--- config.mk ---
export PLATFORM = sky130hd
export DESIGN_NAME = sme_front
export DESIGN_NICKNAME = d
export VERILOG_FILES = /design/src/rtl/sme_pkg.sv /design/src/rtl/sme_front.sv
export SDC_FILE = /design/constraint.sdc
export NUM_CORES = 1
export LEC_CHECK = 0
export CAP_MARGIN = 20
export CORE_AREA = 2 2 115 61
export CTS_BUF_LIST = sky130_fd_sc_hd__clkbuf_8
export CTS_CLUSTER_SIZE = 25
export DETAILED_ROUTE_END_ITERATION = 10
export DIE_AREA = 0 0 117 63
export DONT_BUFFER_PORTS = 1
export PLACE_DENSITY = 0.7
export SYNTH_ARGS = -nofsm -noshare
export SYNTH_HDL_FRONTEND = slang
export SYNTH_SLANG_ARGS = --single-unit
--- constraint.sdc ---
create_clock -name clk -period 5.8 [get_ports clk]
set_input_delay 0.58 -clock clk [delete_from_list [all_inputs] [get_ports clk]]
set_output_delay 0.58 -clock clk [all_outputs]
set_load 0.01 [all_outputs]
--- src/rtl/sme_pkg.sv ---
//------------------------------------------------------------------------------
// sme_pkg
// types and opcode constants shared by the stack machine execute block
//------------------------------------------------------------------------------
`timescale 1ns / 1ps
package sme_pkg;
	typedef enum logic [3:0] {
		OP_LDC = 4'd0, OP_LD = 4'd1, OP_ST = 4'd2, OP_ADD = 4'd3,
		OP_SUB = 4'd4, OP_MUL = 4'd5, OP_DIV = 4'd6, OP_MOD = 4'd7,
		OP_CMP = 4'd8, OP_JMP = 4'd9, OP_BR = 4'd10, OP_HLT = 4'd11
	} opcode_t;

	typedef enum logic [1:0] {
		FAULT_NONE = 2'd0, FAULT_DIV0 = 2'd1, FAULT_UNDER = 2'd2, FAULT_OVER = 2'd3
	} fault_t;

	typedef struct packed {
		logic [3:0]         cmd;
		logic signed [31:0] immediate;
		logic [7:0]         mem_address;
	} cmd_t;

	typedef struct packed {
		logic signed [31:0] top_value;
		logic               redirect;
		logic               halted;
		logic [1:0]         fault;
	} result_t;

	typedef enum logic [3:0] {
		ST_CLEAR, ST_IDLE, ST_READ, ST_EXEC, ST_DIV, ST_WRITE, ST_FETCH, ST_DONE
	} state_t;
endpackage

--- src/rtl/sme_front.sv ---
//------------------------------------------------------------------------------
// sme_front
// accepts commands into a two-entry queue
//------------------------------------------------------------------------------
`timescale 1ns / 1ps
module sme_front (
	input  logic          clk,
	input  logic          arst_n,
	input  logic          push,
	input  sme_pkg::cmd_t push_data,
	input  logic          pop,
	output logic          full,
	output logic          empty,
	output sme_pkg::cmd_t head
);
	sme_pkg::cmd_t slot_q [2];
	logic rd_q, wr_q;
	logic [1:0] cnt_q;
	assign full  = cnt_q == 2'd2;
	assign empty = cnt_q == 2'd0;
	assign head  = slot_q[rd_q];
	always_ff @(posedge clk) begin
		if (push && !full) slot_q[wr_q] <= push_data;
	end
	always_ff @(posedge clk or negedge arst_n) begin
		if (!arst_n) begin
			rd_q <= 1'b0; wr_q <= 1'b0; cnt_q <= 2'd0;
		end else begin
			if (push && !full) wr_q <= ~wr_q;
			if (pop && !empty) rd_q <= ~rd_q;
			cnt_q <= cnt_q + {1'b0, push && !full} - {1'b0, pop && !empty};
		end
	end
endmodule

* Yosys cells after proc, flatten, opt, wreduce, memory -nomap -nowiden
Memory sizes are Yosys's and may differ from the RTL's.
Index checks and enable logic that the tools add are counted.
Widths: inputs -> output; s select.
** Storage, ports and cells
- Word-level logic and storage cells :: 16
- Memories kept :: 1
- Register bits :: 4
- RAM bits :: 88
- Output and inout bits :: 46
** Memory list
- slot_q :: depth 2, width 44, read ports 1, clocked after Yosys merged registers in 0, wr ports 1, RTL line sme_front.sv:16 : sme_pkg::cmd_t slot_q [2];
** Cells by class
- Muxes and demuxes :: 2
- Bitwise gates (word level) :: 2
- Equal/unequal tests :: 1
- Reductions and logical operators :: 5
- Add/subtract/negate cells :: 2
** Operators with widths (count)
- $add 2x1->2 :: 1
- $eq 2x2->1 const B :: 1
- $logic_and 1x1->1 :: 2
- $logic_not 1->1 :: 2
- $logic_not 2->1 :: 1
- $mux 1 :: 2
- $not 1->1 :: 2
- $sub 2x1->2 :: 1

* Logic depth before layout (Yosys ltp)
Gate-level depths: netlist (run 1).
- Word-level depth :: 5
- Gate-level depth with buffers :: 7

* Worst setup path before layout (run 1)
No wires, ideal clock.
- Path type :: input-to-reg
- Start point :: in push
- End point :: mem slot_q[0][0] in the netlist's numbering (enable)
- Stages :: 2
- Buffers on the path :: 0
- Slack :: 2831 ps
- Arrival :: 2524 ps
- Cell sequence :: nand2_1 nor2_1
** On the way
- Word-level cells in the longest chain between the ends :: 3
** Ends and longest elaborated chain
- start: declaration :: RTL line sme_front.sv:9 : input logic push,
- $logic_and 1x1->1 :: RTL line sme_front.sv:23 : if (push && !full) slot_q[wr_q] <= push_data;
- $mux 1 :: RTL line sme_front.sv:23
- $mux 1 (implied by the code) :: RTL line sme_front.sv:23
- end: declaration :: RTL line sme_front.sv:16
Every way passes these cells.

==> results of run 1 <==
timing repair:
action | 4_1_cts | 5_1_grt
hold buffers | 1 | 0
gates resized for setup | 0 | 0
setup buffers | 0 | 0
hold endpoints to repair | 4 | 0
report_power, final:
part           switching [uW]  internal [uW]  total, uW
registers                73.1            912        985
logic                     294            271        566
clock network             199            281        480
registers in the layout, indices dropped and copies added (netlist names):
name,cells
slot_q,88
wr_q,1
rd_q,1
cnt_q,2
metal layers:
layer  vias up  wire [um]  GRT usage (%)
met5         -          0              0
li1        619          -              -
met1       668       1940           16.4
met4         0         70           6.62
met2        65       2520           23.3
met3         8        745           11.5
critical path, cell delays in order (launching register included):
cell and delay [ns]:
dfrtp_2 0.69, buf_4 0.52, mux2_2 0.43
kinds of logic after synthesis:
family,after synthesis
buffers and inverters,7
multiplexers,44
XOR/XNOR,4
AND/OR/NAND/NOR,6
adder cells (fa/ha/maj),2
flip-flops,92
layout make-up:
type	count	area (sq um)	area share [%]
inverter	2	7.51	0.193
tap	92	115	2.96
multi-input combinational	56	743	19.1
clock buffer	9	124	3.19
clock inverter	6	105	2.71
timing repair buffer	3	45.0	1.16
sequential	92	2740	70.7
cells in the final DEF, fill, tap and decap left out, drive strengths merged:
cell and n:
edfxtp 88, mux2 44, clkbuf 9, dfrtp 4, inv 3, xnor2 3, bufinv 3, ha 2
nor2 2, buf 2, nand2b 1, nand2 1, and3 1, nor2b 1, xor2 1, clkinvlp 1
clkinv 1, dlygate4sd3 1
through the flow:
step,total power [uW],std cells,hold WS (ns),util (%)
floorplan,1530,155,0.284,-
global placement,1540,243,0.285,56.2
detailed placement,1580,244,0.285,56.6
CTS,2060,260,0.291,60.3
global route,2130,260,0.283,60.3
finish,2030,260,0.315,60.3
final timing paths:
| check | end |
|---|---|
| setup / recovery | head[43] |
| max in group asynchronous | rd_q |
| hold reg to reg | cnt_q[0] |
| min in group asynchronous | wr_q |
| setup reg to reg | slot_q[1][20] |
| hold / removal | slot_q[1][37] |
==> results.json, run 1 <==
{
  "wl_per_cell_um": 20.3,
  "finalSetupViolations": 0,
  "min_path_type": "in2reg",
  "grt_util_all_layers_pct": 15.5,
  "fin_nets": 214,
  "relSlewSlack_pct": 32.4,
  "setup_tns_ns": 0,
  "design_area_sq_um": 3880,
  "area_growth_syn_to_layout_pct": 8.61,
  "period_minus_slack_ns": 2.58,
  "firstDrtPassIters": 4,
  "diodes": 0,
  "synth_top_family_by_area": "multiplexers",
  "die_h_um": 63,
  "drive_gt1_share_pct": 37.5,
  "grt_pass1_wl_um": 7940,
  "synthAdderAreaFrac_pct": 0.700,
  "yosysUniqueCellTypes": 15,
  "synth_area_leaders": "edfxtp_1 74%, mux2_4 16%, dfrtp_1 2.8%",
  "fillCellCount": 464,
  "antenna_found_initial": 0,
  "grt_max_degree": 45,
  "netlist_instances": 155,
  "vdd_drop_max_mv": 0.240,
  "rows": 21,
  "synthSimpleGateAreaFrac_pct": 0.910,
  "cts_buffer_depth": 2,
  "fp.dieW_um": 117,
  "io_pins": 94,
  "end_kind": "output port",
  "coreArea_sq_um": 6440,
  "max_freq_mhz": 387,
  "crit_required_ns": 5.22,
  "clkSlewWorstSetupHoldPaths_ns": 0.08,
  "avgSynthCellArea_sq_um": 23.1,
  "critPathLaunch": "rd_q",
  "place_ws_ns": 3.56,
  "start_util_pct": 55.5,
  "drt_iter0_markers": 97,
  "synth-compound-area-share_pct": 0,
  "worstMarginPinSlew_ns": 1.01,
  "hold_depth": 0,
  "reg2reg_depth": 2,
  "fin_skew_ns": 0.00816,
  "powerDensity_nw_per_um2": 523,
  "cts_num_sinks": 92,
  "drc": 0,
  "hold_viol": 0,
  "synth_area_sq_um": 3580,
  "routed_wl_um": 5280,
  "place.port_buffers": 0,
  "cts.htree.levels": 3,
  "yosys.area.top_type_share_pct": 73.9,
  "yosysSeqAreaShare_pct": 76.7,
  "yosysWarnings": 0,
  "grt_pass1_vias": 1497,
  "yosysMostFrequentCell": "edfxtp_1",
  "numCtsBuffers": 9,
  "synth_xor_area_share_pct": 0.980,
  "netlist_top_cells_count": "88 x edfxtp_1, 39 x mux2_4, 5 x mux2_2",
  "maxCapViolCount": 0,
  "gp_congestion": 0.665,
  "grt_overflow": 0,
  "ant_nets": 0,
  "place_area_sq_um": 3640,
  "cp_max_fo": 28,
  "r2r-start": "cnt_q[1]",
  "clkLatencyLatePin_ns": 0.35,
  "critical_path_class": "reg2out",
  "viasPerCell": 5.23,
  "synth_edf_count": 88,
  "yosys.area.top_type": "edfxtp_1",
  "cts_tree": "done",
  "finalCritPeriodShare_pct": 44.5,
  "place_hpwl_um": 3600,
  "min_from": "push_data[37]",
  "finalWorstSetupSlack_ns": 3.22,
  "report.final.slew_viol_count": 0,
  "p_leak_uw": 0.00140,
  "critPathArrivalTime_ns": 2.00,
  "ys_ff_latch": 92,
  "start_kind": "flip-flop",
  "syn_nets": 205,
  "clock-root-buffer": "clkbuf_8",
  "route.vias.total": 1360,
  "die_area_sq_um": 7370,
  "async_flop_share_pct": 4.35,
  "synthFlopType": "edfxtp_1",
  "reg2reg_setup_slack_ns": 3.97,
  "run_status": "finished clean",
  "rsz0062_at_grt": "no",
  "muxShareOfSynthArea_pct": 17.9
}
Power figures use the tool's default switching activity.
==> run 2, diff against run 1 <==
==> constraint.sdc (replaced) <==
create_clock -name clk -period 2.45 [get_ports clk]
set_input_delay 0.245 -clock clk [delete_from_list [all_inputs] [get_ports clk]]
set_output_delay 0.245 -clock clk [all_outputs]
set_load 0.01 [all_outputs]
==> results.json, run 2 (synthesis gave the netlist of run 1 again) <==
{
  "run_status": "finished clean",
  "powerDensity_nw_per_um2": 1090,
  "drt_iter0_markers": 81,
  "relSlewSlack_pct": 60.5,
  "cts_buffer_depth": 2,
  "rsz0062_at_grt": "no",
  "grt_max_degree": 46,
  "grt_pass1_vias": 1571,
  "io_pins": 94,
  "finalNonFillerCells": 305,
  "path_buf_inv": 1,
  "final_common_cell": "edfxtp_1",
  "cp_top_family": "adder cells",
  "end_kind": "flip-flop",
  "die_h_um": 63,
  "gp_congestion": 0.693,
  "met3_usage_pct": 10.2,
  "critPathSlowestCell": "dfrtp_1",
  "wl_per_cell_um": 17.8,
  "fin_nets": 259,
  "fillCellCount": 418,
  "vdd_drop_max_mv": 0.611,
  "firstDrtPassIters": 4,
  "p_leak_uw": 0.00157,
  "dp.cells": 245,
  "routed_wl_um": 5440,
  "clkLatencyLatePin_ns": 0.35,
  "numCtsBuffers": 9,
  "period_minus_slack_ns": 1.77,
  "slowest_delay_ns": 0.42,
  "busiest_layer": "met2",
  "hold_viol": 0,
  "start_kind": "flip-flop",
  "layout_common_cells": "88 x edfxtp_1, 45 x dlygate4sd3_1, 39 x mux2_4",
  "rows": 21,
  "diodes": 0,
  "switching_power_uw": 1350,
  "final_util_pct": 66.5,
  "largest_register_ffs": 88,
  "worstMarginPinSlew_ns": 0.593,
  "coreArea_sq_um": 6440,
  "min_path_type": "in2async",
  "fin_skew_ns": 0.00441,
  "worst_hold_slack_ns": 0.169,
  "antenna_found_initial": 0,
  "place_hpwl_um": 3350,
  "viasPerCell": 4.94,
  "cts_num_sinks": 92,
  "top_register": "slot_q",
  "drc": 0,
  "setup_tns_ns": 0,
  "cts_tree": "done",
  "clkSlewWorstSetupHoldPaths_ns": 0.07,
  "finalCritPeriodShare_pct": 72.4,
  "die_area_sq_um": 7370,
  "crit_required_ns": 2.72,
  "cts.htree.levels": 3,
  "power.internal_uw": 3310,
  "clock-root-buffer": "clkbuf_8",
  "area_growth_syn_to_layout_pct": 19.7,
  "largestRegisters": "slot_q x88, cnt_q x2",
  "critical_path_class": "reg2reg",
  "power_frac_clock_pct": 19.3,
  "grt_overflow": 0,
  "start_util_pct": 55.5,
  "drive_gt1_share_pct": 29.1,
  "place.port_buffers": 0,
  "p_sw_share_pct": 29.0,
  "report.final.slew_viol_count": 0,
  "critPathArrivalTime_ns": 2.04,
  "use_met1_pct": 18.0,
  "finalSetupViolations": 0,
  "ant_nets": 0,
  "route.vias.total": 1508,
  "comb_power_share_pct": 32.2,
  "grtUsageMet2_pct": 24.1,
  "grt_pass1_wl_um": 8180,
  "maxCapViolCount": 0,
  "cp_max_fo": 3,
  "fp.dieW_um": 117,
  "seqPwrFrac_pct": 48.5,
  "max_freq_mhz": 564,
  "grt_util_all_layers_pct": 15.7,
  "path_cells": "nor2_1, nor2b_2, ha_1, inv_1, ha_1, xnor2_1, xnor2_1"
}
run 2: changes by cell type in the layout (fill, tap and decap cells not counted), sizes merged:
cell         delta
buf             +1
clkinvlp        -1
inv             +2
clkinv          +1
dlygate4sd3    +44
bufinv          -2
run 2: path summary, 6_finish.rpt:
| path | start | endpoint | slack, ns | cells after the start |
|---|---|---|---|---|
| worst max-delay path | cnt_q[1] | cnt_q[1] | 0.68 | 7 |
| worst min-delay path | arst_n | cnt_q[0] | 0.17 | 1 |
| worst max register to register | cnt_q[1] | cnt_q[1] | 0.68 | 7 |
| worst min register to register | cnt_q[1] | cnt_q[1] | 0.53 | 1 |
| max in group asynchronous | arst_n | rd_q | 2.08 | 1 |
| min in group clk | push | wr_q | 0.17 | 2 |
run 2: through the flow:
stage          total power (uW)  area (sq um)  worst slack, ns
2_1_floorplan              3610          3580            0.289
3_3_place_gp               3690          3660            0.849
3_5_place_dp               3760          3660            0.723
4_1_cts                    4720          4280            0.698
5_1_grt                    4910          4280            0.587
6_report                   4670          4280            0.676
run 2: routing by layer:
| metal | vias to the layer above | wire length (um) |
|---|---|---|
| li1 | 707 | - |
| met1 | 731 | 2250 |
| met2 | 62 | 2540 |
| met3 | 8 | 548 |
| met4 | 0 | 90 |
| met5 | - | 0 |
run 2: timing repair:
item / 4_1_cts / 5_1_grt
hold buffers: 45 / 0
gates resized for setup: 0 / 0
hold endpoints to repair: 92 / 0
setup buffers: 0 / 0
run 2: power groups by stage:
| stage | clock network, uW | logic [uW] | registers, uW |
|---|---|---|---|
| finish | 899 | 1500 | 2260 |
| global route | 1000 | 1610 | 2290 |
| CTS | 932 | 1530 | 2260 |
| detailed placement | 0 | 1460 | 2300 |
| global placement | 0 | 1420 | 2280 |
| floorplan | 0 | 1340 | 2270 |
run 2: area by class of cell:
type	instances	area, sq um	share of cell area (%)
clock buffer	9	124	2.89
clock inverter	6	50.0	1.17
inverter	2	7.51	0.175
multi-input combinational	56	743	17.4
sequential	92	2740	64.1
tap	92	115	2.69
timing repair buffer	48	498	11.6
==> run 3, diff against run 2 <==
--- a/config.mk
+++ b/config.mk
@@ -12,7 +12,7 @@
 export DETAILED_ROUTE_END_ITERATION = 10
 export DIE_AREA = 0 0 117 63
 export DONT_BUFFER_PORTS = 1
-export PLACE_DENSITY = 0.7
+export PLACE_DENSITY = 0.73
 export SYNTH_ARGS = -nofsm -noshare
 export SYNTH_HDL_FRONTEND = slang
 export SYNTH_SLANG_ARGS = --single-unit
==> constraint.sdc (replaced) <==
create_clock -name clk -period 1.5 [get_ports clk]
set_input_delay 0.15 -clock clk [delete_from_list [all_inputs] [get_ports clk]]
set_output_delay 0.15 -clock clk [all_outputs]
set_load 0.01 [all_outputs]
==> results.json, run 3 (synthesis gave the netlist of run 1 again) <==
{
  "run_status": "finished with violations",
  "failed_checks": "setup timing",
  "fin_nets": 268,
  "min_path_type": "in2async",
  "finalCritPeriodShare_pct": 102,
  "cts_buffer_depth": 2,
  "drc": 0,
  "wl_per_cell_um": 18.4,
  "crit_required_ns": 1.35,
  "grt_util_all_layers_pct": 16.1,
  "place_area_sq_um": 3710,
  "drive_gt1_share_pct": 35.9,
  "routed_wl_um": 5800,
  "finalWorstSetupSlack_ns": -0.0321,
  "die_area_sq_um": 7370,
  "critPathSlowestCell": "dfrtp_2",
  "grt_max_degree": 45,
  "fp.dieW_um": 117,
  "vdd_drop_max_mv": 1.20,
  "route.vias.total": 1590,
  "end_kind": "output port",
  "worstMarginPinSlew_ns": 0.235,
  "clkLatencyLatePin_ns": 0.35,
  "diodes": 0,
  "relSlewSlack_pct": 84.3,
  "path_cells": "buf_12, mux2_2",
  "start_util_pct": 55.5,
  "cts_num_sinks": 92,
  "period_minus_slack_ns": 1.53,
  "cp_top_family": "flip-flops",
  "setup_tns_ns": -0.0991,
  "antenna_found_initial": 0,
  "rows": 21,
  "rsz0062_at_grt": "yes",
  "fillCellCount": 409,
  "top_register": "slot_q",
  "largest_register_ffs": 88,
  "gp_congestion": 0.718,
  "final_common_cell": "edfxtp_1",
  "grt_pass1_vias": 1678,
  "maxCapViolCount": 0,
  "area_growth_syn_to_layout_pct": 25.6,
  "drt_iter0_markers": 131,
  "ant_nets": 0,
  "largestRegisters": "slot_q x88, cnt_q x2",
  "power.total_uw": 8300,
  "critPathArrivalTime_ns": 1.38,
  "cts.htree.levels": 3,
  "layout_common_cells": "88 x edfxtp_1, 45 x dlygate4sd3_1, 41 x mux2_4",
  "finalNonFillerCells": 315,
  "design_area_sq_um": 4490,
  "grt_pass1_wl_um": 8480,
  "fin_skew_ns": 0.00616,
  "cp_max_fo": 25,
  "slowest_delay_ns": 0.41,
  "cts_tree": "done",
  "clock-root-buffer": "clkbuf_8",
  "io_pins": 94,
  "clkSlewWorstSetupHoldPaths_ns": 0.08,
  "numCtsBuffers": 9,
  "place.port_buffers": 0,
  "hold_viol": 0,
  "path_buf_inv": 1,
  "p_leak_uw": 0.00167,
  "place_hpwl_um": 3620,
  "die_h_um": 63,
  "grt_overflow": 0,
  "powerDensity_nw_per_um2": 1850,
  "report.final.slew_viol_count": 0,
  "critical_path_class": "reg2out",
  "finalSetupViolations": 4,
  "coreArea_sq_um": 6440,
  "viasPerCell": 5.05,
  "firstDrtPassIters": 4,
  "max_freq_mhz": 653,
  "start_kind": "flip-flop",
  "reg2reg_setup_slack_ns": -0.02,
  "worst_hold_slack_ns": 0.0717,
  "dp.cells": 248
}
run 3: changes by cell type in the layout (fill, tap and decap cells not counted), sizes merged:
cell      previous run  this run
clkbuf               9        11
inv                  5         4
bufinv               1         2
clkinv               2         1
buf                  3        11
clkinvlp             0         1
run 3: per-stage QoR:
stage,setup WS [ns],utilization (%)
2_1_floorplan,-0.179,-
3_3_place_gp,0.0359,57.6
3_5_place_dp,-0.0541,57.6
4_1_cts,-0.0581,68.1
5_1_grt,-0.0967,69.8
6_report,-0.0321,69.8
run 3: power breakdown:
part           total, uW  switching (uW)  internal (uW)
clock               1740             769            969
sequential          3730             213           3520
combinational       2840            1380           1460
run 3: worst reg2reg max path: stages (launching register included):
cell and delay [ns]:
dfrtp_1 0.42, nand2b_4 0.17, nand2_2 0.07, ha_1 0.27, inv_1 0.04, ha_2 0.17, xnor2_2 0.13, xnor2_1 0.13
run 3: per-layer routing:
layer / track usage [%] / up-vias / wire length [um]
li1: - / 727 / -
met1: 18.6 / 776 / 2390
met2: 25.8 / 75 / 2720
met3: 8.54 / 12 / 588
met4: 5.74 / 0 / 97
met5: 0 / - / 0
run 3: final timing paths:
| kind | cells past startpoint | from | endpoint |
|---|---|---|---|
| setup / recovery | 2 | rd_q | head[43] |
| min in group clk | 2 | pop | rd_q |
| hold reg to reg | 1 | wr_q | wr_q |
| hold / removal | 1 | arst_n | wr_q |
| setup reg to reg | 7 | cnt_q[0] | cnt_q[1] |
| max in group asynchronous | 1 | arst_n | rd_q |
run 3: area by class of cell:
class | count | area [sq um] | share of cell area (%)
clock buffers | 10 | 138 | 3.06
repair buffers | 57 | 623 | 13.9
inverters | 2 | 7.51 | 0.167
well taps | 92 | 115 | 2.56
multi-input cells | 56 | 782 | 17.4
clock inverters | 6 | 80.1 | 1.78
flip-flops and latches | 92 | 2750 | 61.1
run 3: repair_timing:
| item | CTS | global route |
|---|---|---|
| resized for setup | 2 | 9 |
| pin swaps | 0 | 4 |
| endpoints found under the setup margin | 70 | 89 |
| hold buffers | 45 | 0 |
| buffers inserted | 0 | 4 |
| cloned | 0 | 2 |
| endpoints found under the hold margin | 92 | 0 |
